**src/design/bole_pkg.sv**
```systemverilog
`default_nettype none

package bole_pkg;

  localparam int unsigned ActionW  = 3;
  localparam int unsigned PosW     = 5;
  localparam int unsigned ValueW   = 32;
  localparam int unsigned StatusW  = 3;
  localparam int unsigned CountW   = 5;
  localparam int unsigned InDataW  = 72;
  localparam int unsigned OutDataW = 40;

  typedef enum logic [ActionW-1:0] {
    ACT_APPEND = 3'd0,
    ACT_REMOVE = 3'd1,
    ACT_INSERT = 3'd2,
    ACT_DELETE = 3'd3,
    ACT_EDIT   = 3'd4
  } action_e;

  typedef enum logic [StatusW-1:0] {
    ST_OK       = 3'd0,
    ST_EMPTY    = 3'd1,
    ST_RANGE    = 3'd2,
    ST_FULL     = 3'd3,
    ST_NOTFOUND = 3'd4
  } status_e;

  localparam logic [ValueW-1:0] RemovedEmpty = '1;

endpackage

`default_nettype wire

```
**src/design/bounded_ordered_list_engine_top.sv**
```systemverilog
// sequencing: append, failed requests, unknown actions, insert at the end and delete of the
//   last entry go from the execute state straight to the finish state; shifts and searches
//   move or compare one entry per cycle, and remove and insert add a step for the head read or
//   the new value write; the result loads in the finish state once the output register is free
// throughput: one request at a time, the next beat is taken the cycle after the result loads
// reset clears the entry count and the sequencer; entry memory is not cleared
`default_nettype none

module bounded_ordered_list_engine_top #(
  parameter int unsigned DEPTH = 16
) (
  input  wire logic                           clk_i,
  input  wire logic                           rst_ni,
  input  wire logic                           s_axis_tvalid,
  output logic                                s_axis_tready,
  // action, position, value, new_value
  input  wire logic [bole_pkg::InDataW-1:0]   s_axis_tdata,
  output logic                                m_axis_tvalid,
  input  wire logic                           m_axis_tready,
  // status, removed_value, entry_count
  output logic [bole_pkg::OutDataW-1:0]       m_axis_tdata
);

  localparam int unsigned CntW  = $clog2(DEPTH + 1);
  localparam int unsigned AddrW = (DEPTH > 1) ? $clog2(DEPTH) : 1;
  localparam int unsigned CmpW  = (CntW > bole_pkg::PosW) ? CntW : bole_pkg::PosW;

  typedef enum logic [2:0] {
    S_IDLE,
    S_EXEC,
    S_HEAD,
    S_UP,
    S_WRVAL,
    S_DOWN,
    S_SEARCH,
    S_FINISH
  } state_e;

  state_e                          state_q, state_d;
  logic [CntW-1:0]                 count_q, count_d;
  logic [AddrW-1:0]                ptr_q, ptr_d;
  bole_pkg::action_e               act_q;
  logic [bole_pkg::PosW-1:0]       pos_q;
  logic [bole_pkg::ValueW-1:0]     val_q;
  logic [bole_pkg::ValueW-1:0]     nval_q;
  bole_pkg::status_e               sts_q, sts_d;
  logic [bole_pkg::ValueW-1:0]     rem_q, rem_d;
  logic                            m_valid_q, m_valid_d;
  bole_pkg::status_e               o_sts_q;
  logic [bole_pkg::ValueW-1:0]     o_rem_q;
  logic [bole_pkg::CountW-1:0]     o_cnt_q;

  logic [bole_pkg::ValueW-1:0]     mem [DEPTH];
  logic [bole_pkg::ValueW-1:0]     rd_data_q;
  logic                            we, re;
  logic [AddrW-1:0]                wa, ra;
  logic [bole_pkg::ValueW-1:0]     wd;

  logic                            accept, out_load;
  logic                            empty, full;
  logic [CmpW-1:0]                 pos_ext, cnt_ext;
  logic [AddrW-1:0]                pos_addr, cnt_addr, cnt_m1;

  assign accept        = s_axis_tvalid && s_axis_tready;
  assign s_axis_tready = (state_q == S_IDLE);
  assign m_axis_tvalid = m_valid_q;
  assign m_axis_tdata  = {o_cnt_q, o_rem_q, o_sts_q};

  assign empty    = (count_q == '0);
  assign full     = (count_q == CntW'(DEPTH));
  assign pos_ext  = CmpW'(pos_q);
  assign cnt_ext  = CmpW'(count_q);
  assign pos_addr = AddrW'(pos_ext);
  assign cnt_addr = AddrW'(count_q);
  assign cnt_m1   = AddrW'(count_q - CntW'(1));

  assign out_load = (state_q == S_FINISH) && (!m_valid_q || m_axis_tready);

  always_comb begin
    state_d   = state_q;
    count_d   = count_q;
    ptr_d     = ptr_q;
    sts_d     = sts_q;
    rem_d     = rem_q;
    we        = 1'b0;
    wa        = ptr_q;
    wd        = rd_data_q;
    re        = 1'b0;
    ra        = ptr_q;
    m_valid_d = m_valid_q;
    if (m_valid_q && m_axis_tready) begin
      m_valid_d = 1'b0;
    end

    unique case (state_q)
      S_IDLE: begin
        if (accept) begin
          state_d = S_EXEC;
          sts_d   = bole_pkg::ST_OK;
          rem_d   = '0;
        end
      end
      S_EXEC: begin
        state_d = S_FINISH;
        case (act_q)
          bole_pkg::ACT_APPEND: begin
            if (full) begin
              sts_d = bole_pkg::ST_FULL;
            end else begin
              we      = 1'b1;
              wa      = cnt_addr;
              wd      = val_q;
              count_d = count_q + CntW'(1);
            end
          end
          bole_pkg::ACT_REMOVE: begin
            if (empty) begin
              sts_d = bole_pkg::ST_EMPTY;
              rem_d = bole_pkg::RemovedEmpty;
            end else begin
              re      = 1'b1;
              ra      = '0;
              state_d = S_HEAD;
            end
          end
          bole_pkg::ACT_INSERT: begin
            if (empty) begin
              sts_d = bole_pkg::ST_EMPTY;
            end else if (pos_ext > cnt_ext) begin
              sts_d = bole_pkg::ST_RANGE;
            end else if (full) begin
              sts_d = bole_pkg::ST_FULL;
            end else if (pos_ext == cnt_ext) begin
              we      = 1'b1;
              wa      = pos_addr;
              wd      = val_q;
              count_d = count_q + CntW'(1);
            end else begin
              re      = 1'b1;
              ra      = cnt_m1;
              ptr_d   = cnt_m1;
              state_d = S_UP;
            end
          end
          bole_pkg::ACT_DELETE: begin
            if (empty) begin
              sts_d = bole_pkg::ST_EMPTY;
            end else if (pos_ext >= cnt_ext) begin
              sts_d = bole_pkg::ST_RANGE;
            end else if (pos_addr == cnt_m1) begin
              count_d = count_q - CntW'(1);
            end else begin
              re      = 1'b1;
              ra      = pos_addr + AddrW'(1);
              ptr_d   = pos_addr + AddrW'(1);
              state_d = S_DOWN;
            end
          end
          bole_pkg::ACT_EDIT: begin
            if (empty) begin
              sts_d = bole_pkg::ST_NOTFOUND;
            end else begin
              re      = 1'b1;
              ra      = '0;
              ptr_d   = '0;
              state_d = S_SEARCH;
            end
          end
          default: begin
            sts_d = bole_pkg::ST_OK;
          end
        endcase
      end
      S_HEAD: begin
        rem_d = rd_data_q;
        if (count_q == CntW'(1)) begin
          count_d = '0;
          state_d = S_FINISH;
        end else begin
          re      = 1'b1;
          ra      = AddrW'(1);
          ptr_d   = AddrW'(1);
          state_d = S_DOWN;
        end
      end
      S_UP: begin
        we = 1'b1;
        wa = ptr_q + AddrW'(1);
        wd = rd_data_q;
        if (ptr_q == pos_addr) begin
          state_d = S_WRVAL;
        end else begin
          re    = 1'b1;
          ra    = ptr_q - AddrW'(1);
          ptr_d = ptr_q - AddrW'(1);
        end
      end
      S_WRVAL: begin
        we      = 1'b1;
        wa      = pos_addr;
        wd      = val_q;
        count_d = count_q + CntW'(1);
        state_d = S_FINISH;
      end
      S_DOWN: begin
        we = 1'b1;
        wa = ptr_q - AddrW'(1);
        wd = rd_data_q;
        if (ptr_q == cnt_m1) begin
          count_d = count_q - CntW'(1);
          state_d = S_FINISH;
        end else begin
          re    = 1'b1;
          ra    = ptr_q + AddrW'(1);
          ptr_d = ptr_q + AddrW'(1);
        end
      end
      S_SEARCH: begin
        if (rd_data_q == val_q) begin
          we      = 1'b1;
          wa      = ptr_q;
          wd      = nval_q;
          sts_d   = bole_pkg::ST_OK;
          state_d = S_FINISH;
        end else if (ptr_q == cnt_m1) begin
          sts_d   = bole_pkg::ST_NOTFOUND;
          state_d = S_FINISH;
        end else begin
          re    = 1'b1;
          ra    = ptr_q + AddrW'(1);
          ptr_d = ptr_q + AddrW'(1);
        end
      end
      S_FINISH: begin
        if (out_load) begin
          m_valid_d = 1'b1;
          state_d   = S_IDLE;
        end
      end
      default: begin
        state_d = S_IDLE;
      end
    endcase
  end

  always_ff @(posedge clk_i or negedge rst_ni) begin
    if (!rst_ni) begin
      state_q   <= S_IDLE;
      count_q   <= '0;
      ptr_q     <= '0;
      sts_q     <= bole_pkg::ST_OK;
      rem_q     <= '0;
      m_valid_q <= 1'b0;
    end else begin
      state_q   <= state_d;
      count_q   <= count_d;
      ptr_q     <= ptr_d;
      sts_q     <= sts_d;
      rem_q     <= rem_d;
      m_valid_q <= m_valid_d;
    end
  end

  // request and result payload
  always_ff @(posedge clk_i) begin
    if (accept) begin
      act_q  <= bole_pkg::action_e'(s_axis_tdata[2:0]);
      pos_q  <= s_axis_tdata[7:3];
      val_q  <= s_axis_tdata[39:8];
      nval_q <= s_axis_tdata[71:40];
    end
    if (out_load) begin
      o_sts_q <= sts_q;
      o_rem_q <= rem_q;
      o_cnt_q <= bole_pkg::CountW'(count_q);
    end
  end

  // entry memory, one write and one registered read per cycle
  always_ff @(posedge clk_i) begin
    if (we) begin
      mem[wa] <= wd;
    end
    if (re) begin
      rd_data_q <= mem[ra];
    end
  end

`ifndef ASSERT_OFF
  a_count_bound: assert property (@(posedge clk_i) disable iff (!rst_ni)
    count_q <= CntW'(DEPTH))
    else $error("entry count above depth");

  a_count_step: assert property (@(posedge clk_i) disable iff (!rst_ni)
    (count_q == $past(count_q)) || (count_q == $past(count_q) + CntW'(1)) ||
    (count_q + CntW'(1) == $past(count_q)))
    else $error("entry count moved by more than one");

  a_read_valid: assert property (@(posedge clk_i) disable iff (!rst_ni)
    re |-> (CntW'(ra) < count_q))
    else $error("read of an entry beyond the list");

  a_write_range: assert property (@(posedge clk_i) disable iff (!rst_ni)
    we |-> (CntW'(wa) < CntW'(DEPTH)))
    else $error("write beyond the memory");

  a_count_idle: assert property (@(posedge clk_i) disable iff (!rst_ni)
    (state_q == S_IDLE) |=> (count_q == $past(count_q)))
    else $error("entry count changed with no request in work");
`endif

endmodule

`default_nettype wire
```
**config.mk**
```make
export PLATFORM = sky130hd
export DESIGN_NAME = bounded_ordered_list_engine_top
export DESIGN_NICKNAME = d
export VERILOG_FILES = /design/src/design/bole_pkg.sv /design/src/design/bounded_ordered_list_engine_top.sv
export SDC_FILE = /design/constraint.sdc
export NUM_CORES = 1
export LEC_CHECK = 0
export CAP_MARGIN = 20
export CORE_ASPECT_RATIO = 2
export CORE_MARGIN = 3
export CORE_UTILIZATION = 38
export DETAILED_ROUTE_END_ITERATION = 7
export DONT_BUFFER_PORTS = 1
export HOLD_SLACK_MARGIN = 0.15
export MAX_ROUTING_LAYER = met4
export PLACE_DENSITY_LB_ADDON = 0.3
export SLEW_MARGIN = 20
export SYNTH_ARGS = -nofsm -noshare
export SYNTH_HDL_FRONTEND = slang
export SYNTH_SLANG_ARGS = --single-unit
```
**constraint.sdc**
```tcl
create_clock -name clk_i -period 15.1 [get_ports clk_i]
set_input_delay 3.02 -clock clk_i [delete_from_list [all_inputs] [get_ports clk_i]]
set_output_delay 3.02 -clock clk_i [all_outputs]
set_load 0.005 [all_outputs]
```
After elaboration in Yosys (flattened, before gate mapping)
Memory sizes are Yosys's and may differ from the RTL's. A register that Yosys moved wholly into a read port is not among the register bits.
Cells that the tools add are included.
{"block": "word_totals", "reg_bits": 160, "ramBits": 512, "input_bits": 76, "memories": 1}
{"block": "op_classes", "n_addsub": 5, "magnitude_cmp": 2, "n_eq_ne": 39, "mux": 103, "n_reduce_logical": 19}
{"memory": "mem", "words": 16, "width": 32, "read_ports": 1, "rd_clocked_by_memory_dff": 1, "wr": 1, "line": "bounded_ordered_list_engine_top.sv:53", "source": "logic [bole_pkg::ValueW-1:0] mem [DEPTH];"}
{"operator": "$mux W32", "n": 9}
{"operator": "$pmux W32 S3", "n": 2}
{"operator": "$mux W4", "n": 17}
{"operator": "$pmux W32 S2", "n": 1}
{"operator": "$mux W3", "n": 20}
{"operator": "$mux W5", "n": 10}
{"operator": "$pmux W4 S5", "n": 2}
{"operator": "$ne A3 B3 Y1 const B", "n": 11}
{"operator": "$eq A32 B32 Y1", "n": 1}
{"operator": "$mux W1", "n": 24}
{"operator": "$pmux W3 S8", "n": 1}
{"operator": "$pmux W4 S3", "n": 2}
{"operator": "$pmux W5 S4", "n": 1}
{"operator": "$pmux W4 S4", "n": 1}
{"operator": "$eq A3 B3 Y1 const B", "n": 5}
{"operator": "$pmux W3 S5", "n": 1}
{"operator": "$pmux W5 S3", "n": 1}
{"operator": "$eq A3 B2 Y1 const B", "n": 4}
{"operator": "$eq A4 B4 Y1", "n": 3}
{"operator": "$pmux W3 S4", "n": 1}
{"operator": "$reduce_and A12 Y1", "n": 1}
{"operator": "$ne A2 B2 Y1 const B", "n": 5}
{"operator": "$pmux W3 S3", "n": 1}
{"operator": "$add A4 B1 Y4 const B", "n": 2}
{"operator": "32 further kinds", "n": 42}

Longest topological paths before layout
Gate-level depths: netlist (run 1).
{"block": "depth", "word_depth": 9, "depth_mapped": 17, "mapped_depth_nobuf": 12}

Worst setup path after synthesis (run 1)
Ideal clock, no wire load.
{"block": "synth_timing", "kind": "register -> register", "from": "register count_q[4] (netlist: cnt_ext[4])", "to": "memory mem[5][0] (netlist bit) (enable)", "setup_time_ns": 0.468, "arrival_ns": 4.947, "required_ns": 14.632, "slack_ns": 9.684, "stages_incl_launch_ff": 12, "path_buffers": 1, "cell_sequence": "dfrtp_1 -> clkbuf_1 -> inv_1 -> ha_1 -> nand3_1 -> nor4_2 -> a22oi_1 -> o221a_1 -> a2bb2oi_1 -> o22a_1 -> or3_1 -> nor3b_1"}
{"block": "synth_between", "elab_chain_cells": 9, "elab_cells_between_ends": 20}
{"element": "start: declaration", "line": "bounded_ordered_list_engine_top.sv:40", "source": "logic [CntW-1:0] count_q, count_d;"}
{"element": "start signal: assignment", "line": "bounded_ordered_list_engine_top.sv:256", "source": "count_q <= count_d;"}
{"element": "$eq A5 B5 Y1", "line": "bounded_ordered_list_engine_top.sv:133", "source": "end else if (pos_ext == cnt_ext) begin"}
{"element": "$mux W1", "line": "bounded_ordered_list_engine_top.sv:133"}
{"element": "$mux W1", "line": "bounded_ordered_list_engine_top.sv:131", "source": "end else if (full) begin"}
{"element": "$mux W1", "line": "bounded_ordered_list_engine_top.sv:129", "source": "end else if (pos_ext > cnt_ext) begin"}
{"element": "$mux W1", "line": "bounded_ordered_list_engine_top.sv:127", "source": "if (empty) begin"}
{"element": "$pmux W1 S2", "line": "bounded_ordered_list_engine_top.sv:105", "source": "case (act_q)"}
{"element": "$pmux W1 S3", "line": "bounded_ordered_list_engine_top.sv:95", "source": "unique case (state_q)"}
{"element": "$mux W1", "line": "bounded_ordered_list_engine_top.sv:281", "source": "if (we) begin"}
{"element": "$mux W1 (implied by the code)", "line": "bounded_ordered_list_engine_top.sv:282", "source": "mem[wa] <= wd;"}
{"element": "end: declaration", "line": "bounded_ordered_list_engine_top.sv:53"}
Several ways; a longest one is shown, not always the timed one.

Worst setup path in the final report (run 1)
{"block": "layout_timing", "from": "register count_q[3] (netlist: cnt_ext[3])", "to": "register rd_data_q[12] (netlist bit) (read register of mem), data pin"}
{"block": "layout_between", "elab_chain_cells": 7, "elab_cells_between_ends": 35}
{"element": "$sub A5 B1 Y5 or $eq A5 B5 Y1 (tied branches)"}
{"element": "$eq A4 B4 Y1 (tied with other cells)", "line": "bounded_ordered_list_engine_top.sv:150", "source": "end else if (pos_addr == cnt_m1) begin"}
{"element": "$mux W4 (tied with other cells)", "line": "bounded_ordered_list_engine_top.sv:150"}
{"element": "$mux W4 (tied with other cells)"}
{"element": "$mux W4 (tied with other cells)", "line": "bounded_ordered_list_engine_top.sv:146", "source": "if (empty) begin"}
{"element": "$pmux W4 S3 or $pmux W1 S3 (tied branches)", "line": "bounded_ordered_list_engine_top.sv:105"}
{"element": "$pmux W4 S5 or $pmux W1 S5 (tied branches)", "line": "bounded_ordered_list_engine_top.sv:95"}
{"element": "end: declaration", "line": "bounded_ordered_list_engine_top.sv:54", "source": "logic [bole_pkg::ValueW-1:0] rd_data_q;"}
Several ways; a longest one is shown, not always the timed one.
A chain may end at the register's enable or synchronous reset.

==> results of run 1 <==
-- per-layer routing --
layer  track usage [%]  vias to the layer above  wire [um]  share of wire, %
li1                  -                     7394          -                 -
met1              24.0                     8479      32000                40
met2              33.5                      593      40500                50
met3              3.25                      174       4690               5.8
met4              8.80                        0       3680               4.5
met5                 -                        -          0                 0
-- state kept, by name (all words and copies together) (netlist names) --
signal         count
pos_ext            5
rem_q             32
state_q            3
o_cnt_q            5
nval_q            32
sts_q              3
cnt_ext            5
val_q             32
ptr_q              4
mem              512
act_q              3
rd_data_q         32
m_axis_tvalid      1
o_rem_q           32
o_sts_q            3
-- stage by stage --
stage	instances	utilization [%]	hold WS (ps)	instance area [um2]
floorplan	1929	-	423	30000
global placement	2891	39.9	435	31200
detailed placement	2891	39.9	432	31200
CTS	3009	42.7	447	33400
global route	3012	42.7	460	33400
finish	3017	42.7	437	33400
-- cell families (layout without fill, tap and decap cells) --
logic type | Yosys count | in the layout
AOI/OAI and AO/OA | 216 | 216
other | 0 | 8
xor gates and xnor gates | 50 | 50
buffers and inverters | 121 | 172
DFF | 704 | 704
muxes | 482 | 482
adders and majority gates | 12 | 12
and+or+nand+nor | 344 | 344
-- placed cells by master, fill, tap and decap left out, types with 11 or more instances in the layout --
cell type  Yosys  routed
edfxtp_1     656     656
mux2i_1      482     482
nand2_1      117     117
nor2_1       130     114
clkbuf_16      0      70
a21oi_1       66      65
dfrtp_1       48      48
a22oi_1       43      43
xor2_1        41      41
buf_4         20      35
o21ai_0       32      32
inv_1         16      16
nor2_4         0      16
nand3_1       15      14
nor3_1        13      12
ha_1          12      12
clkinv_1       1      11
nor4_1        11      11
-- worst paths after layout --
kind | to | slack [ps] | cells past startpoint
min in group asynchronous | cnt_ext[0]$_DFFE_PN0P_ | 2070 | 0
setup / recovery | rd_data_q[12]$_DFFE_PP_ | 9340 | 14
hold / removal | o_rem_q[14]$_DFFE_PP_ | 440 | 0
hold reg to reg | o_rem_q[14]$_DFFE_PP_ | 440 | 0
max in group asynchronous | rem_q[9]$_DFFE_PN0P_ | 12860 | 0
setup reg to reg | rd_data_q[12]$_DFFE_PP_ | 9340 | 14
-- area by class of cell --
type | count | area share [%]
clock buffers | 81 | 5.46
diodes | 8 | 0.0600
inverters | 17 | 0.191
clock inverters | 37 | 1.07
multi-input cells | 1104 | 25.8
well taps | 1029 | 3.86
flip-flops and latches | 704 | 62.6
repair buffers | 37 | 0.907
-- worst max-delay path, stage by stage (launching register included) --
cell and delay [ps]:
dfrtp_1 730, inv_1 100, ha_1 320, a21o_1 160, a21oi_1 340, nand4_1 280
nor2_2 400, mux2i_1 170, a222oi_1 530, buf_12 730, buf_12 670, mux2i_1 290
mux2i_1 100, mux2i_1 230, mux2i_1 100
==> flow_summary.html, run 1 <==
<table>
<tr><th>Metric</th><th>Value</th></tr>
<tr><th colspan="2">Run status</th></tr>
<tr><td>Run status</td><td>finished, final reports clean</td></tr>
<tr><th colspan="2">Die</th></tr>
<tr><td>Die span in y</td><td>404 um</td></tr>
<tr><td># IOs</td><td>118</td></tr>
<tr><td>Std-Cell Core Area</td><td>78,200 um2</td></tr>
<tr><td>Initial Util</td><td>38.4%</td></tr>
<tr><td>Placement row count</td><td>145</td></tr>
<tr><td>Die area</td><td>82,700 um2</td></tr>
<tr><td>Die width</td><td>205 um</td></tr>
<tr><th colspan="2">Synth</th></tr>
<tr><td>Cells taking the most area after synthesis</td><td>edfxtp_1 66%, mux2i_1 16%, dfrtp_1 4.0%, nor2_1 1.6%, nand2_1 1.5%</td></tr>
<tr><td>Avg Cell Area, Syn</td><td>15.6 um2</td></tr>
<tr><td>Post-synth ARST share</td><td>6.82%</td></tr>
<tr><td>Number of unique standard cell types used by synthesis</td><td>79</td></tr>
<tr><td>Multiplexer share of the synthesized area</td><td>16.1%</td></tr>
<tr><td>Synthesized-area fraction occupied by adder cells</td><td>0.500%</td></tr>
<tr><td>Xor and xnor area share after synthesis</td><td>1.55%</td></tr>
<tr><td>Most instantiated library cell after synthesis</td><td>edfxtp_1</td></tr>
<tr><td>Synth Area in Compound Gates</td><td>4.74%</td></tr>
<tr><td>Number of enable-type register cells in the synthesized netlist</td><td>656</td></tr>
<tr><td>Mapped cell area</td><td>30,000 um2</td></tr>
<tr><td>Combinational family with the most area after synthesis</td><td>multiplexers</td></tr>
<tr><td>Most instantiated cells after synthesis</td><td>656 x edfxtp_1, 482 x mux2i_1, 130 x nor2_1, 117 x nand2_1, 66 x a21oi_1</td></tr>
<tr><td>Primary flip-flop cell chosen by synthesis mapping</td><td>edfxtp_1</td></tr>
<tr><td>Post-synthesis cell count</td><td>1,929</td></tr>
<tr><td>Yosys warns</td><td>0</td></tr>
<tr><td>Post-Syn Nets</td><td>2,017</td></tr>
<tr><td>Synth Area in Simple Gates</td><td>5.22%</td></tr>
<tr><td>Cell type with the largest total area after synthesis</td><td>edfxtp_1</td></tr>
<tr><td>Post-synthesis sequential area ratio</td><td>69.6%</td></tr>
<tr><td>Post-synthesis register bit count</td><td>704</td></tr>
<tr><td>Proportion of netlist area held by the largest area contributor</td><td>65.6%</td></tr>
<tr><th colspan="2">Global routing</th></tr>
<tr><td>Global-route wire length before repair</td><td>116 mm</td></tr>
<tr><td>Largest net degree at the start of global routing</td><td>130</td></tr>
<tr><td>Overflow left after global routing</td><td>0</td></tr>
<tr><td>Global router's overall resource usage</td><td>20.1%</td></tr>
<tr><td>Via count of the first global-routing pass</td><td>16,822</td></tr>
<tr><td>Initial antenna violation count</td><td>6</td></tr>
<tr><th colspan="2">Critical path</th></tr>
<tr><td>Launch point of the critical path</td><td>cnt_ext[3]$_DFFE_PN0P_</td></tr>
<tr><td>Required arrival time at the worst endpoint</td><td>15,450 ps</td></tr>
<tr><td>CP Data Arrival Time</td><td>6110 ps</td></tr>
<tr><td>Max Fanout on Critical Path</td><td>129</td></tr>
<tr><td>Endpoint kind of the worst setup timing path</td><td>register</td></tr>
<tr><td>Critical R2R Launch</td><td>cnt_ext[3]$_DFFE_PN0P_</td></tr>
<tr><td>Critical path type</td><td>reg -&gt; reg</td></tr>
<tr><td>CP startpoint kind</td><td>register</td></tr>
<tr><th colspan="2">Detailed routing</th></tr>
<tr><td>Number of iterations in the first detailed-routing pass</td><td>5</td></tr>
<tr><td>Final wirelength</td><td>81.0 mm</td></tr>
<tr><td>Number of vias in the routed layout</td><td>16,640</td></tr>
<tr><td>DRC violations left</td><td>0</td></tr>
<tr><td>Final routed wire length divided by cell count</td><td>26.8 um</td></tr>
<tr><td>Remaining antenna violation count</td><td>0</td></tr>
<tr><td>Number of DRC markers after the initial detailed-route iteration</td><td>1,160</td></tr>
<tr><td>Vias per cell</td><td>5.52</td></tr>
<tr><th colspan="2">Clocking</th></tr>
<tr><td>Setup repair bufs after CTS</td><td>0</td></tr>
<tr><td>Clock Sink Count</td><td>704</td></tr>
<tr><td>Clock Tree Buf Depth</td><td>3</td></tr>
<tr><td>Hold buffers post-CTS</td><td>0</td></tr>
<tr><td>Root Buffer Master</td><td>clkbuf_16</td></tr>
<tr><td>Number of cells upsized or downsized after cts</td><td>0</td></tr>
<tr><td>Clock latency on the worst-skew pair</td><td>650 ps</td></tr>
<tr><td>Clock tree from TritonCTS</td><td>yes</td></tr>
<tr><td>H-tree levels</td><td>3</td></tr>
<tr><td>Total clock buffers created by CTS</td><td>67</td></tr>
<tr><td>Clk pin slew, worst setup/hold paths</td><td>70 ps</td></tr>
<tr><th colspan="2">Hold path</th></tr>
<tr><td>Launch point of the worst hold path</td><td>rem_q[14]$_DFFE_PN0P_</td></tr>
<tr><td>Type of the tightest min-delay check</td><td>reg -&gt; reg</td></tr>
<tr><th colspan="2">Timing</th></tr>
<tr><td>Slew headroom</td><td>33.8%</td></tr>
<tr><td>Setup ws final</td><td>9340 ps</td></tr>
<tr><td>RSZ-0062 raised after global routing</td><td>false</td></tr>
<tr><td>Final Hold Violating Endpoints</td><td>0</td></tr>
<tr><td>F_max</td><td>174 MHz</td></tr>
<tr><td>Final setup fails</td><td>0</td></tr>
<tr><td>Final-layout setup total negative slack</td><td>0 ps</td></tr>
<tr><td>Final critical-path required period</td><td>5760 ps</td></tr>
<tr><td>Least-Margin Pin Slew</td><td>993 ps</td></tr>
<tr><td>Max Slew Vio Count</td><td>0</td></tr>
<tr><td>Fin crit share</td><td>38.1%</td></tr>
<tr><td>Final clock skew</td><td>31.3 ps</td></tr>
<tr><th colspan="2">Layout</th></tr>
<tr><td>Area of the multi-input gates</td><td>8630 um2</td></tr>
<tr><td>Net count reported at finish</td><td>2,019</td></tr>
<tr><td>Share of cells above drive strength 1</td><td>9.04%</td></tr>
<tr><td>Storage cell area</td><td>20,900 um2</td></tr>
<tr><td>Area overhead of the layout relative to synthesis</td><td>11.1%</td></tr>
<tr><td>Filler Cells Inserted</td><td>6,868</td></tr>
<tr><th colspan="2">Placement</th></tr>
<tr><td>Half-perimeter wire length after placement</td><td>48.3 mm</td></tr>
<tr><td>Placer's final routability congestion estimate</td><td>0.934</td></tr>
<tr><td>Post-Place Setup Slack</td><td>9420 ps</td></tr>
<tr><td>Number of buffer cells added on primary ports</td><td>0</td></tr>
<tr><th colspan="2">Job</th></tr>
<tr><td>Max-cap viol count</td><td>0</td></tr>
</table>
Power of run 1 is not shown: default switching activity piles up to over one toggle a cycle in this logic, so the estimate is an artifact.
==> run 2: changes to the inputs <==
Settings changed: ABC_AREA set to 1.
Clock period 15.1 ns to 5.9 ns, I/O delays scaled along.
==> run 2 against run 1 <==
  * Worst setup slack worse by 8100 ps
  * Flip-flop and latch count stayed put
  * Fmax grew 22%
  * Sequential share of layout area fell by 1.6 points
  * Synthesized cell count up 40%
  * Synthesized area is 3.1% higher
==> flow_summary.html, run 2 <==
<table>
<tr><th>Metric</th><th>Value</th></tr>
<tr><th colspan="2">Synth</th></tr>
<tr><td>Cells taking the most area after synthesis</td><td>edfxtp_1 64%, nand2_1 7.4%, nand3_1 7.0%, nand4_1 5.3%, dfrtp_1 3.9%</td></tr>
<tr><td>Post-synthesis register bit count</td><td>704 (unchanged)</td></tr>
<tr><td>Most instantiated library cell after synthesis</td><td>edfxtp_1</td></tr>
<tr><td>Mapped cell area</td><td>31,000 um2 (+3.1%)</td></tr>
<tr><td>Yosys warns</td><td>0 (unchanged)</td></tr>
<tr><td>Number of enable-type register cells in the synthesized netlist</td><td>656 (unchanged)</td></tr>
<tr><td>Cell type with the largest total area after synthesis</td><td>edfxtp_1</td></tr>
<tr><td>Proportion of netlist area held by the largest area contributor</td><td>63.6% (-2.0 points)</td></tr>
<tr><td>Post-synth ARST share</td><td>6.82% (unchanged)</td></tr>
<tr><td>Post-Syn Nets</td><td>2,797 (+39%)</td></tr>
<tr><td>Avg Cell Area, Syn</td><td>11.4 um2 (-27%)</td></tr>
<tr><td>Post-synthesis sequential area ratio</td><td>67.4% (-2.1 points)</td></tr>
<tr><td>Post-synthesis cell count</td><td>2,709 (+40%)</td></tr>
<tr><td>Most instantiated cells after synthesis</td><td>656 x edfxtp_1, 614 x nand2_1, 433 x nand3_1, 264 x nand4_1, 107 x inv_1</td></tr>
<tr><td>Primary flip-flop cell chosen by synthesis mapping</td><td>edfxtp_1</td></tr>
<tr><td>Number of unique standard cell types used by synthesis</td><td>43 (-46%)</td></tr>
<tr><th colspan="2">Die</th></tr>
<tr><td>Die width</td><td>208 um (+1.5%)</td></tr>
<tr><td>Die area</td><td>85,200 um2 (+3.1%)</td></tr>
<tr><td># IOs</td><td>118 (unchanged)</td></tr>
<tr><td>Placement row count</td><td>147 (+1.4%)</td></tr>
<tr><td>Die span in y</td><td>410 um (+1.5%)</td></tr>
<tr><td>Std-Cell Core Area</td><td>80,600 um2 (+3.0%)</td></tr>
<tr><td>Initial Util</td><td>38.5% (+0.046 points)</td></tr>
<tr><th colspan="2">Timing</th></tr>
<tr><td>Least-Margin Pin Slew</td><td>1230 ps (+239 ps)</td></tr>
<tr><td>Final setup fails</td><td>0 (unchanged)</td></tr>
<tr><td>Final Hold Violating Endpoints</td><td>0 (unchanged)</td></tr>
<tr><td>RSZ-0062 raised after global routing</td><td>false</td></tr>
<tr><td>Slew headroom</td><td>17.9% (-16 points)</td></tr>
<tr><td>Max Slew Vio Count</td><td>0 (unchanged)</td></tr>
<tr><td>Final critical-path required period</td><td>4710 ps (-1050 ps)</td></tr>
<tr><td>Final-layout setup total negative slack</td><td>0 ps (unchanged)</td></tr>
<tr><td>Fin crit share</td><td>79.8% (+42 points)</td></tr>
<tr><td>Final clock skew</td><td>31.5 ps (+0.215 ps)</td></tr>
<tr><td>F_max</td><td>212 MHz (+22%)</td></tr>
<tr><th colspan="2">Detailed routing</th></tr>
<tr><td>DRC violations left</td><td>0 (unchanged)</td></tr>
<tr><td>Number of DRC markers after the initial detailed-route iteration</td><td>2,105 (+81%)</td></tr>
<tr><td>Number of iterations in the first detailed-routing pass</td><td>7 (+2)</td></tr>
<tr><td>Final routed wire length divided by cell count</td><td>25.8 um (-3.9%)</td></tr>
<tr><td>Vias per cell</td><td>5.86 (+6.3%)</td></tr>
<tr><td>Number of vias in the routed layout</td><td>22,080 (+33%)</td></tr>
<tr><td>Remaining antenna violation count</td><td>0 (unchanged)</td></tr>
<tr><td>Final wirelength</td><td>97.1 mm (+20%)</td></tr>
<tr><th colspan="2">Global routing</th></tr>
<tr><td>Initial antenna violation count</td><td>6 (unchanged)</td></tr>
<tr><td>Largest net degree at the start of global routing</td><td>177 (+36%)</td></tr>
<tr><td>Global-route wire length before repair</td><td>143 mm (+23%)</td></tr>
<tr><td>Met1 usage</td><td>25.2% (+1.2 points)</td></tr>
<tr><td>Busiest grt layer</td><td>met2</td></tr>
<tr><td>Overflow left after global routing</td><td>0 (unchanged)</td></tr>
<tr><td>Via count of the first global-routing pass</td><td>21,899 (+30%)</td></tr>
<tr><td>Global-route met2 utilization</td><td>39.9% (+6.4 points)</td></tr>
<tr><td>Global router's overall resource usage</td><td>22.8% (+2.8 points)</td></tr>
<tr><td>Met3 usage</td><td>2.75% (-0.50 points)</td></tr>
<tr><th colspan="2">Critical path</th></tr>
<tr><td>Max Fanout on Critical Path</td><td>84 (-35%)</td></tr>
<tr><td>Critical path type</td><td>reg -&gt; reg</td></tr>
<tr><td>Required arrival time at the worst endpoint</td><td>6250 ps (-9200 ps)</td></tr>
<tr><td>Register-to-Register Path Depth</td><td>21 (+7)</td></tr>
<tr><td>Endpoint kind of the worst setup timing path</td><td>register</td></tr>
<tr><td>Reg-to-reg slack, setup</td><td>1190 ps (-8150 ps)</td></tr>
<tr><td>CP startpoint kind</td><td>register</td></tr>
<tr><td>CP Data Arrival Time</td><td>5060 ps (-1050 ps)</td></tr>
<tr><th colspan="2">Layout</th></tr>
<tr><td>Most frequent standard cell in the layout excluding fill and tap cells</td><td>edfxtp_1</td></tr>
<tr><td>Commonest non-fill, non-tap cells in the layout</td><td>656 x edfxtp_1, 614 x nand2_1, 432 x nand3_1</td></tr>
<tr><td>Most flops, register</td><td>mem</td></tr>
<tr><td>Number of flip-flops in the largest register</td><td>512 (unchanged)</td></tr>
<tr><td>Net count reported at finish</td><td>2,757 (+37%)</td></tr>
<tr><td>Share of cells above drive strength 1</td><td>9.90% (+0.86 points)</td></tr>
<tr><td>Area overhead of the layout relative to synthesis</td><td>10.5%</td></tr>
<tr><th colspan="2">Clocking</th></tr>
<tr><td>Clock Sink Count</td><td>704 (unchanged)</td></tr>
<tr><td>Clock Tree Buf Depth</td><td>3 (unchanged)</td></tr>
<tr><td>Setup repair bufs after CTS</td><td>0 (unchanged)</td></tr>
<tr><td>Clk pin slew, worst setup/hold paths</td><td>80 ps (about the same)</td></tr>
<tr><td>Hold buffers post-CTS</td><td>0 (unchanged)</td></tr>
<tr><td>Total clock buffers created by CTS</td><td>57 (-15%)</td></tr>
<tr><td>Clock tree from TritonCTS</td><td>yes</td></tr>
<tr><td>Clock latency on the worst-skew pair</td><td>640 ps (about the same)</td></tr>
<tr><td>Root Buffer Master</td><td>clkbuf_16</td></tr>
<tr><td>Number of cells upsized or downsized after cts</td><td>0 (unchanged)</td></tr>
<tr><td>H-tree levels</td><td>2 (-1)</td></tr>
<tr><th colspan="2">Placement</th></tr>
<tr><td>Number of buffer cells added on primary ports</td><td>0 (unchanged)</td></tr>
<tr><td>Placer's final routability congestion estimate</td><td>0.988 (+5.7%)</td></tr>
<tr><td>Half-perimeter wire length after placement</td><td>58.3 mm (+21%)</td></tr>
<tr><th colspan="2">Job</th></tr>
<tr><td>Max-cap viol count</td><td>0 (unchanged)</td></tr>
<tr><th colspan="2">Run status</th></tr>
<tr><td>Run status</td><td>finished, final reports clean</td></tr>
<tr><th colspan="2">Hold path</th></tr>
<tr><td>Type of the tightest min-delay check</td><td>in -&gt; async</td></tr>
</table>
run 2: changes by cell type after synthesis, moves of 43 or more:
cell / delta
a21oi_1: -43
buf_2: +83
inv_1: +91
mux2i_1: -481
nand2_1: +497
nand3_1: +418
nand4_1: +258
nor2_1: -50
o21ai_0: +56
run 2: kinds of logic (layout without fill, tap and decap cells):
family / after synthesis / in the layout / share of synthesized area [%]
AO/OA/AOI/OAI: 193 / 193 / 3.74
XOR/XNOR: 32 / 32 / 0.904
adder cells (fa/ha/maj): 12 / 12 / 0.484
buffers and inverters: 308 / 316 / 4.68
flip-flops: 704 / 704 / 67.4
multiplexers: 33 / 33 / 1.20
other: 0 / 6 / 0
AND/OR/NAND/NOR: 1427 / 1427 / 21.6
run 2: path summary, 6_finish.rpt:
| check | start | to |
|---|---|---|
| max | cnt_ext[3]$_DFFE_PN0P_ | rd_data_q[29]$_DFFE_PP_ |
| max in group asynchronous | rst_ni | ptr_q[3]$_DFFE_PN0P_ |
| min | rst_ni | rem_q[2]$_DFFE_PN0P_ |
| max reg2reg | cnt_ext[3]$_DFFE_PN0P_ | rd_data_q[29]$_DFFE_PP_ |
| min in group clk_i | rem_q[4]$_DFFE_PN0P_ | o_rem_q[4]$_DFFE_PP_ |
| min reg2reg | rem_q[4]$_DFFE_PN0P_ | o_rem_q[4]$_DFFE_PP_ |
run 2: worst max-delay path, stage by stage (launching register included):
cell and delay [ps]:
dfrtp_1 590, inv_2 160, ha_1 300, nand2_1 80, inv_1 40, nand2_1 60
nand2_1 70, nor2_1 180, nand3_1 340, inv_2 140, nand2_1 70, nand3_1 80
nand3_1 180, nand2_8 460, nand3_4 560, buf_12 400, nand2_1 170, nand3_1 100
nand3_1 110, nand2_1 50, nand2_1 60, nand2_1 110
run 2: metal layers:
metal,vias to the layer above,part of all wire [%]
met4,0,6.6
li1,9801,-
met2,1063,52
met1,10890,35
met3,326,6.3
met5,-,0
run 2: per-stage QoR:
step	utilization [%]	cells	hold slack (ps)	cell area, um2	setup slack [ps]
after floorplan	-	2709	419	31000	1160
after global placement	40.0	3650	429	32200	1290
after detailed placement	40.0	3650	430	32200	1310
after CTS	42.4	3757	211	34200	1280
after global routing	42.5	3766	226	34200	843
final	42.5	3766	240	34200	1190
run 2: layout make-up:
type / instances / area (um2)
clock buffer: 69 / 1530
multi-input combinational: 1697 / 8820
antenna: 6 / 15.0
sequential: 704 / 20900
fill: 7373 / 46300
clock inverter: 38 / 418
timing repair buffer: 86 / 783
tap: 1043 / 1310
inverter: 123 / 462
Power of run 2 is left out for the same reason.
==> run 3: changes to the inputs <==
Clock period 5.9 ns to 4.53 ns, I/O delays scaled along.
==> run 3 against run 2 <==
  * Register-to-register slack got worse by 590 ps
  * Critical path depth is 9 lower
  * Fmax rose by 20%
  * First-iteration DRC count is 5.0% higher
  * Flip-flop and latch count did not move
  * Clock skew grew 2.7 ps
  * Routed wire length is 2.8% higher
  * Via count about the same
  * Final cell count increased by 1.1%
  * Largest cell class unchanged
==> flow_summary.html, run 3 (same netlist as run 2, synthesis figures left out) <==
<table>
<tr><th>Metric</th><th>Value</th></tr>
<tr><th colspan="2">Clocking</th></tr>
<tr><td>Root Buffer Master</td><td>clkbuf_16</td></tr>
<tr><td>Clock tree from TritonCTS</td><td>yes</td></tr>
<tr><td>Clock Tree Buf Depth</td><td>3 (unchanged)</td></tr>
<tr><td>Clock latency on the worst-skew pair</td><td>650 ps (about the same)</td></tr>
<tr><td>Total clock buffers created by CTS</td><td>58 (+1.8%)</td></tr>
<tr><td>H-tree levels</td><td>2 (unchanged)</td></tr>
<tr><td>Clock Sink Count</td><td>704 (unchanged)</td></tr>
<tr><td>Clk pin slew, worst setup/hold paths</td><td>70 ps (about the same)</td></tr>
<tr><td>Setup repair bufs after CTS</td><td>0 (unchanged)</td></tr>
<tr><th colspan="2">Critical path</th></tr>
<tr><td>Crit path cell chain</td><td>inv_2, nand2_1, nor2_2, inv_2, nor2_1, nand4_1, o2111ai_1, a22oi_1, inv_1, nand2_1, nor3_2, buf_12</td></tr>
<tr><td>Critical Path Slowest Stage Cell</td><td>nor2_1</td></tr>
<tr><td>Critical path type</td><td>reg -&gt; reg</td></tr>
<tr><td>CP startpoint kind</td><td>register</td></tr>
<tr><td>Endpoint kind of the worst setup timing path</td><td>register</td></tr>
<tr><td>Kind of cell adding the most delay to the critical path</td><td>simple AND/OR/NAND/NOR gates</td></tr>
<tr><td>Worst path max stage delay</td><td>490 ps (-100 ps)</td></tr>
<tr><td>CP Data Arrival Time</td><td>4230 ps (-830 ps)</td></tr>
<tr><td>Required arrival time at the worst endpoint</td><td>4830 ps (-1420 ps)</td></tr>
<tr><td>Max Fanout on Critical Path</td><td>30 (-64%)</td></tr>
<tr><td>Reg-to-reg slack, setup</td><td>600 ps (-590 ps)</td></tr>
<tr><td>CP bufs+invs</td><td>4 (unchanged)</td></tr>
<tr><th colspan="2">Die</th></tr>
<tr><td>Die width</td><td>208 um (unchanged)</td></tr>
<tr><td>Die area</td><td>85,200 um2 (unchanged)</td></tr>
<tr><td>Initial Util</td><td>38.5% (unchanged)</td></tr>
<tr><td>Placement row count</td><td>147 (unchanged)</td></tr>
<tr><td>Std-Cell Core Area</td><td>80,600 um2 (unchanged)</td></tr>
<tr><td># IOs</td><td>118 (unchanged)</td></tr>
<tr><td>Die span in y</td><td>410 um (unchanged)</td></tr>
<tr><th colspan="2">Timing</th></tr>
<tr><td>Final critical-path required period</td><td>3930 ps (-777 ps)</td></tr>
<tr><td>Final Hold Violating Endpoints</td><td>0 (unchanged)</td></tr>
<tr><td>Fin crit share</td><td>86.8% (+7.0 points)</td></tr>
<tr><td>Setup ws final</td><td>599 ps (-593 ps)</td></tr>
<tr><td>Slew headroom</td><td>20.4% (+2.5 points)</td></tr>
<tr><td>F_max</td><td>254 MHz (+20%)</td></tr>
<tr><td>Max Slew Vio Count</td><td>0 (unchanged)</td></tr>
<tr><td>RSZ-0062 raised after global routing</td><td>false</td></tr>
<tr><td>Final clock skew</td><td>34.3 ps (+2.73 ps)</td></tr>
<tr><td>Least-Margin Pin Slew</td><td>1190 ps (-46.8 ps)</td></tr>
<tr><td>Final-layout worst hold slack</td><td>351 ps (+111 ps)</td></tr>
<tr><td>Final setup fails</td><td>0 (unchanged)</td></tr>
<tr><th colspan="2">Global routing</th></tr>
<tr><td>Largest net degree at the start of global routing</td><td>138 (-22%)</td></tr>
<tr><td>Overflow left after global routing</td><td>0 (unchanged)</td></tr>
<tr><td>Initial antenna violation count</td><td>7 (+1)</td></tr>
<tr><td>Via count of the first global-routing pass</td><td>22,184 (+1.3%)</td></tr>
<tr><td>Global router's overall resource usage</td><td>23.5% (+0.68 points)</td></tr>
<tr><td>Global-route wire length before repair</td><td>147 mm (+2.5%)</td></tr>
<tr><th colspan="2">Run status</th></tr>
<tr><td>Run status</td><td>finished, final reports clean</td></tr>
<tr><th colspan="2">Layout</th></tr>
<tr><td>Most flops, register</td><td>mem</td></tr>
<tr><td>Share of cells above drive strength 1</td><td>11.3% (+1.4 points)</td></tr>
<tr><td>Net count reported at finish</td><td>2,799 (+1.5%)</td></tr>
<tr><td>Commonest non-fill, non-tap cells in the layout</td><td>656 x edfxtp_1, 614 x nand2_1, 432 x nand3_1</td></tr>
<tr><td>Most frequent standard cell in the layout excluding fill and tap cells</td><td>edfxtp_1</td></tr>
<tr><td>Area overhead of the layout relative to synthesis</td><td>12.9%</td></tr>
<tr><td>Number of flip-flops in the largest register</td><td>512 (unchanged)</td></tr>
<tr><th colspan="2">Detailed routing</th></tr>
<tr><td>Final routed wire length divided by cell count</td><td>26.2 um (+1.6%)</td></tr>
<tr><td>Number of iterations in the first detailed-routing pass</td><td>5 (-2)</td></tr>
<tr><td>Number of vias in the routed layout</td><td>22,064 (-0.072%)</td></tr>
<tr><td>Remaining antenna violation count</td><td>0 (unchanged)</td></tr>
<tr><td>Vias per cell</td><td>5.79 (-1.2%)</td></tr>
<tr><td>DRC violations left</td><td>0 (unchanged)</td></tr>
<tr><td>Number of DRC markers after the initial detailed-route iteration</td><td>2,210 (+5.0%)</td></tr>
<tr><td>Final wirelength</td><td>99.8 mm (+2.8%)</td></tr>
<tr><th colspan="2">Placement</th></tr>
<tr><td>Half-perimeter wire length after placement</td><td>63.4 mm (+8.7%)</td></tr>
<tr><td>Post-Place Setup Slack</td><td>610 ps (-698 ps)</td></tr>
<tr><td>Placer's final routability congestion estimate</td><td>0.989 (about the same)</td></tr>
<tr><td>Number of buffer cells added on primary ports</td><td>0 (unchanged)</td></tr>
<tr><th colspan="2">Hold path</th></tr>
<tr><td>Type of the tightest min-delay check</td><td>in -&gt; reg</td></tr>
<tr><th colspan="2">Job</th></tr>
<tr><td>Max-cap viol count</td><td>0 (unchanged)</td></tr>
</table>
[run 3: cell type report]
type	count	area (um2)
fillers	7365	45600
diodes	6	15.0
flip-flops and latches	704	20900
inverters	123	462
multi-input cells	1697	8820
clock inverters	36	493
well taps	1043	1310
repair buffers	127	1460
clock buffers	73	1540
[run 3: timing repair]
item | 4_1_cts | 5_1_grt
hold endpoints to repair | 48 | 0
hold buffers | 2 | 0
resized for setup | 0 | 0
[run 3: worst paths after layout]
check	start	endpoint	depth (start not counted)
worst max register to register	state_q[1]$_DFFE_PN0P_	mem[2][20]$_DFFE_PP_	12
worst min register to register	rem_q[8]$_DFFE_PN0P_	o_rem_q[8]$_DFFE_PP_	0
worst max-delay path	state_q[1]$_DFFE_PN0P_	mem[2][20]$_DFFE_PP_	12
worst min-delay path	s_axis_tdata[22]	val_q[14]$_DFFE_PP_	0
min in group asynchronous	rst_ni	rem_q[31]$_DFFE_PN0P_	2
max in group asynchronous	rst_ni	rem_q[10]$_DFFE_PN0P_	2
[run 3: metrics by stage]
step                instances  utilization [%]  cell area, um2  setup TNS [ps]
floorplan                2709                -           31000          -29630
global placement         3686             40.8           32900               0
detailed placement       3688             40.8           32900               0
CTS                      3799             43.4           34900               0
global route             3809             43.4           35000               0
finish                   3809             43.4           35000               0
[run 3: per-layer routing]
metal	GRT usage [%]	routed length [um]	up-vias
met1	25.4	35300	10909
li1	-	-	9900
met3	2.92	5600	286
met4	12.9	6420	0
met5	-	0	-
met2	41.9	52500	969
Power of run 3 is left out for the same reason.
